$ cat src/sv/pli_pkg.sv
`default_nettype none

package pli_pkg;

    // Default table depth.
    localparam int unsigned DEF_MAX_POINTS = 64;

    // Width of stored values and of the divider operands.
    localparam int unsigned VAL_W    = 32;
    localparam int unsigned PROD_W   = 2 * VAL_W;
    localparam int unsigned DIV_STEPS = VAL_W;
    localparam int unsigned DIV_CNT_W = $clog2(DIV_STEPS + 1);

    // Request kinds.
    localparam logic REQ_INSERT = 1'b0;
    localparam logic REQ_QUERY  = 1'b1;

    // Result status codes.
    localparam logic [1:0] ST_VALUE  = 2'd0;
    localparam logic [1:0] ST_STORED = 2'd1;
    localparam logic [1:0] ST_EMPTY  = 2'd2;
    localparam logic [1:0] ST_FULL   = 2'd3;

    // Control into the serial divider.
    typedef struct packed {
        logic start;
    } div_ctrl_t;

    // Status out of the serial divider.
    typedef struct packed {
        logic busy;
        logic done;
    } div_stat_t;

endpackage

`default_nettype wire

$ cat src/sv/pli_div.sv
`default_nettype none

module pli_div (
    input  wire logic                        clk,
    input  wire logic                        rst_n,
    input  wire pli_pkg::div_ctrl_t          ctrl,
    input  wire logic [pli_pkg::PROD_W-1:0]  dividend,
    input  wire logic [pli_pkg::VAL_W-1:0]   divisor,
    output      pli_pkg::div_stat_t          stat,
    output      logic [pli_pkg::VAL_W-1:0]   quotient
);
    import pli_pkg::*;

    // Restoring division, one quotient bit per cycle. The caller guarantees
    // that the upper half of the dividend is below the divisor, so the
    // quotient fits in VAL_W bits.
    logic [VAL_W-1:0]     rem_reg, rem_next;
    logic [VAL_W-1:0]     quo_reg, quo_next;
    logic [VAL_W-1:0]     dvs_reg, dvs_next;
    logic [DIV_CNT_W-1:0] cnt_reg, cnt_next;
    logic                 busy_reg, busy_next;
    logic                 done_reg, done_next;
    logic [VAL_W:0]       trial;
    logic                 qbit;

    always_comb
    begin
        rem_next  = rem_reg;
        quo_next  = quo_reg;
        dvs_next  = dvs_reg;
        cnt_next  = cnt_reg;
        busy_next = busy_reg;
        done_next = 1'b0;
        trial     = {rem_reg, quo_reg[VAL_W-1]};
        qbit      = (trial >= {1'b0, dvs_reg});
        if (ctrl.start)
        begin
            rem_next  = dividend[PROD_W-1:VAL_W];
            quo_next  = dividend[VAL_W-1:0];
            dvs_next  = divisor;
            cnt_next  = DIV_CNT_W'(DIV_STEPS);
            busy_next = 1'b1;
        end
        else if (busy_reg)
        begin
            rem_next = qbit ? VAL_W'(trial - {1'b0, dvs_reg}) : trial[VAL_W-1:0];
            quo_next = {quo_reg[VAL_W-2:0], qbit};
            cnt_next = cnt_reg - 1'b1;
            if (cnt_reg == DIV_CNT_W'(1))
            begin
                busy_next = 1'b0;
                done_next = 1'b1;
            end
        end
    end

    always_ff @(posedge clk or negedge rst_n)
    begin
        if (!rst_n)
        begin
            cnt_reg  <= '0;
            busy_reg <= 1'b0;
            done_reg <= 1'b0;
        end
        else
        begin
            cnt_reg  <= cnt_next;
            busy_reg <= busy_next;
            done_reg <= done_next;
        end
    end

    always_ff @(posedge clk)
    begin
        rem_reg <= rem_next;
        quo_reg <= quo_next;
        dvs_reg <= dvs_next;
    end

    assign stat.busy = busy_reg;
    assign stat.done = done_reg;
    assign quotient  = quo_reg;

endmodule

`default_nettype wire
$ cat config.mk
export PLATFORM = sky130hd
export DESIGN_NAME = pli_div
export DESIGN_NICKNAME = d
export VERILOG_FILES = /design/src/sv/pli_pkg.sv /design/src/sv/pli_div.sv
export SDC_FILE = /design/constraint.sdc
export NUM_CORES = 1
export LEC_CHECK = 0
export BUFFER_PORTS_ARGS = -buffer_cell sky130_fd_sc_hd__buf_2
export CORE_MARGIN = 4
export CORE_UTILIZATION = 30
export DETAILED_ROUTE_END_ITERATION = 6
export HOLD_SLACK_MARGIN = 0.08
export SLEW_MARGIN = 20
export SYNTH_ARGS = -nofsm -noshare
export SYNTH_HDL_FRONTEND = slang
export SYNTH_SLANG_ARGS = --single-unit
$ cat constraint.sdc
create_clock -name clk -period 8.5 [get_ports clk]
set_input_delay 0.85 -clock clk [delete_from_list [all_inputs] [get_ports clk]]
set_output_delay 0.85 -clock clk [all_outputs]
set_load 0.005 [all_outputs]
==> results.cfg <==
[power]
vdd_drop_max_mv = 0.1347
total_power_uw = 2510
powerDensity_mw_per_mm2 = 331.0
p_leak_uw = 0.003237

[routing]
dr.pass1.iters = 4
vias = 4674
routed_wl_um = 15460
post_drt_via_cell_ratio = 4.834
initialDrtViolationCount = 315
postRouteAntennaNets = 0
routedWlPerCell_um = 15.99
drcViolationCount = 0

[clocking]
path_clk_slew_ps = 80
cts_sinks = 104
clock_tree.root_cell = clkbuf_16
tritoncts = built
hold_buffers = 0
cts_buffers = 9
htree_levels = 3
clock_latency_ps = 360
cts_max_path_buffers = 2
post_cts_buffers = 0
cts_resized = 0

[floorplanning]
core-area_mm2 = 0.02096
initial_utilization_pct = 30.47
io_pins = 133
die_h_um = 153.9
die_x_um = 153.9
row_count = 53
die-area_mm2 = 0.02368

[final_layout]
area_delta_synth_final_pct = 18.79
nets = 821
drive_above_1_share_pct = 31.94
nFillCells = 2142
final_area_mm2 = 0.007585
multi_input_area_mm2 = 0.002995
seqCellArea_mm2 = 0.003083
diodes = 0
instances_no_fill = 967

[synth]
yosysSeqAreaShare_pct = 48.29
ys_types = 64
syn_avg_cell_area_um2 = 11.26
ys_ff_latch = 104
synth-edff-count = 96
netlist_instances = 567
ys_warn_count = 0
ys.flop_type = edfxtp_1
synth-async-reset-ratio_pct = 7.692
syn_area_mm2 = 0.006385
syn-num-nets = 701

[setup_path]
cp.buffers_inverters = 1
arrival_ps = 3750
cp.required_ps = 8600
crit_slowest_cell = nor2_1
max_stage_delay_ps = 580
crit_type = register to register
r2r_start = rem_reg[0]
reg2reg_slack_ps = 4850
crit_path_start = rem_reg[0]
r2r_cells = 10
critical_path.top_delay_family = compound AO/OA/AOI/OAI gates
path_common_cell = nor2_1
cp-start-kind = register
critPathMaxFanout = 10
crit_path_end_kind = register
path_cells = ha_1 -> nor2b_1 -> o311a_1 -> o21ai_2 -> a31oi_1 -> o31a_1 -> nor2_1 -> buf_4 -> nor2_1 -> a221o_1
r2r_end = rem_reg[19]

[timing]
min_period_ps = 3651
hold_viol = 0
slew_violations = 0
fin_crit_sh_pct = 42.95
fin_tns_setup_ps = 0
rsz0062_at_grt = no
setup_viol = 0
setup_slack_ps = 4849
finClkSkew_ps = 14.40
clock.fmax_ghz = 0.2739
worst_slew_margin_rel_pct = 43.92
worstMarginPinSlew_ps = 841.2

[global_routing]
grt_overflow = 0
track_usage_pct = 12.91
grt_first_pass_wirelength_um = 24510
grt_max_degree = 72
antenna_found_initial = 0
grt_pass1_vias = 4720

[place]
place_area_mm2 = 0.007273
dpl_worst_slack_ps = 4893
placed_cells = 951
dp_hpwl_um = 11400
portBuffers = 132
gp_congestion = 0.8734

[status]
status = finished clean

[job]
drv_cap = 0

[hold_path]
hold_class = input pin to async pin
==> report_power, final <==
| group | switching (uW) | internal, uW | total (uW) | leakage [uW] |
|---|---|---|---|---|
| Sequential | 73.5 | 727 | 800 | 0.00109 |
| Combinational | 680 | 601 | 1280 | 0.00200 |
| Clock | 218 | 211 | 429 | 0.000151 |
| Total | 971 | 1540 | 2510 | 0.00324 |
==> cells by family after synthesis <==
kind of cell / count (synthesis) / synth area share (%)
AO/OA/AOI/OAI: 130 / 13.60
multiplexers: 63 / 11.62
adder cells (fa/ha/maj): 35 / 6.976
flip-flops: 104 / 48.29
buffers and inverters: 70 / 4.801
XOR/XNOR: 28 / 3.841
AND/OR/NAND/NOR: 137 / 10.88
==> layout by cell type (no fill, tap or decap), drive strengths merged, types with 5 or more instances in the layout <==
cell	synthesis	final
a21oi	40	40
xor2	10	10
nor4	5	5
nand3	11	11
ha	34	34
o31ai	7	7
nand2	32	32
clkbuf	14	9
a21o	16	16
edfxtp	96	96
mux2	59	59
buf	12	135
a31oi	6	6
xnor2	18	18
nor3	17	17
nand4	6	6
o21ai	24	24
inv	44	47
nor2	30	30
a211oi	5	5
nor2b	11	11
dfrtp	8	8
==> metrics by stage <==
| step | utilization, % | hold slack [ps] |
|---|---|---|
| 4_1_cts | 36.20 | 310.0 |
| 5_1_grt | 36.20 | 314.6 |
| 3_3_place_gp | 34.71 | 502.2 |
| 3_5_place_dp | 34.71 | 505.1 |
| 2_1_floorplan | - | 479.9 |
| 6_report | 36.20 | 316.5 |
==> cells in the mapped netlist (14+ instances only) <==
cell type  number  area share (%)
nor2_1         30             1.8
mux2_2         48             8.5
ha_1           34             6.7
xnor2_1        18             2.5
clkbuf_1       14            0.82
a21oi_1        38             3.0
inv_1          44             2.6
a21o_1         16             1.9
o21ai_0        22             1.7
nand2_1        32             1.9
nor3_1         17             1.3
edfxtp_1       96              45
==> metal layers <==
layer / share of wire [%] / routed length, um / track usage, % / vias up
li1: - / - / - / 2351
met1: 46 / 7136 / 17.14 / 2187
met2: 48 / 7373 / 20.95 / 121
met3: 4.9 / 750 / 3.068 / 15
met4: 1.3 / 199 / 3.995 / 0
met5: 0 / 0 / 0 / -
==> how the worst max path moves through the flow <==
stage          cells past startpoint          end  slack, ps
4_1_cts                           10  rem_reg[19]       4840
6_report                          10  rem_reg[19]       4850
5_1_grt                           12  rem_reg[16]       4640
3_5_place_dp                      10  rem_reg[19]       4890
2_1_floorplan                      5  quotient[0]       5110
3_3_place_gp                      10  rem_reg[21]       4960
==> layout make-up <==
cell class              instances  share of cell area (%)
multi-input cells             393                   39.49
repair buffers                135                   9.040
clock inverters                 7                   1.138
well taps                     275                   4.536
flip-flops and latches        104                   40.65
clock buffers                   9                   2.969
inverters                      44                   2.177
Note: power is estimated with default switching activity, not from simulation.
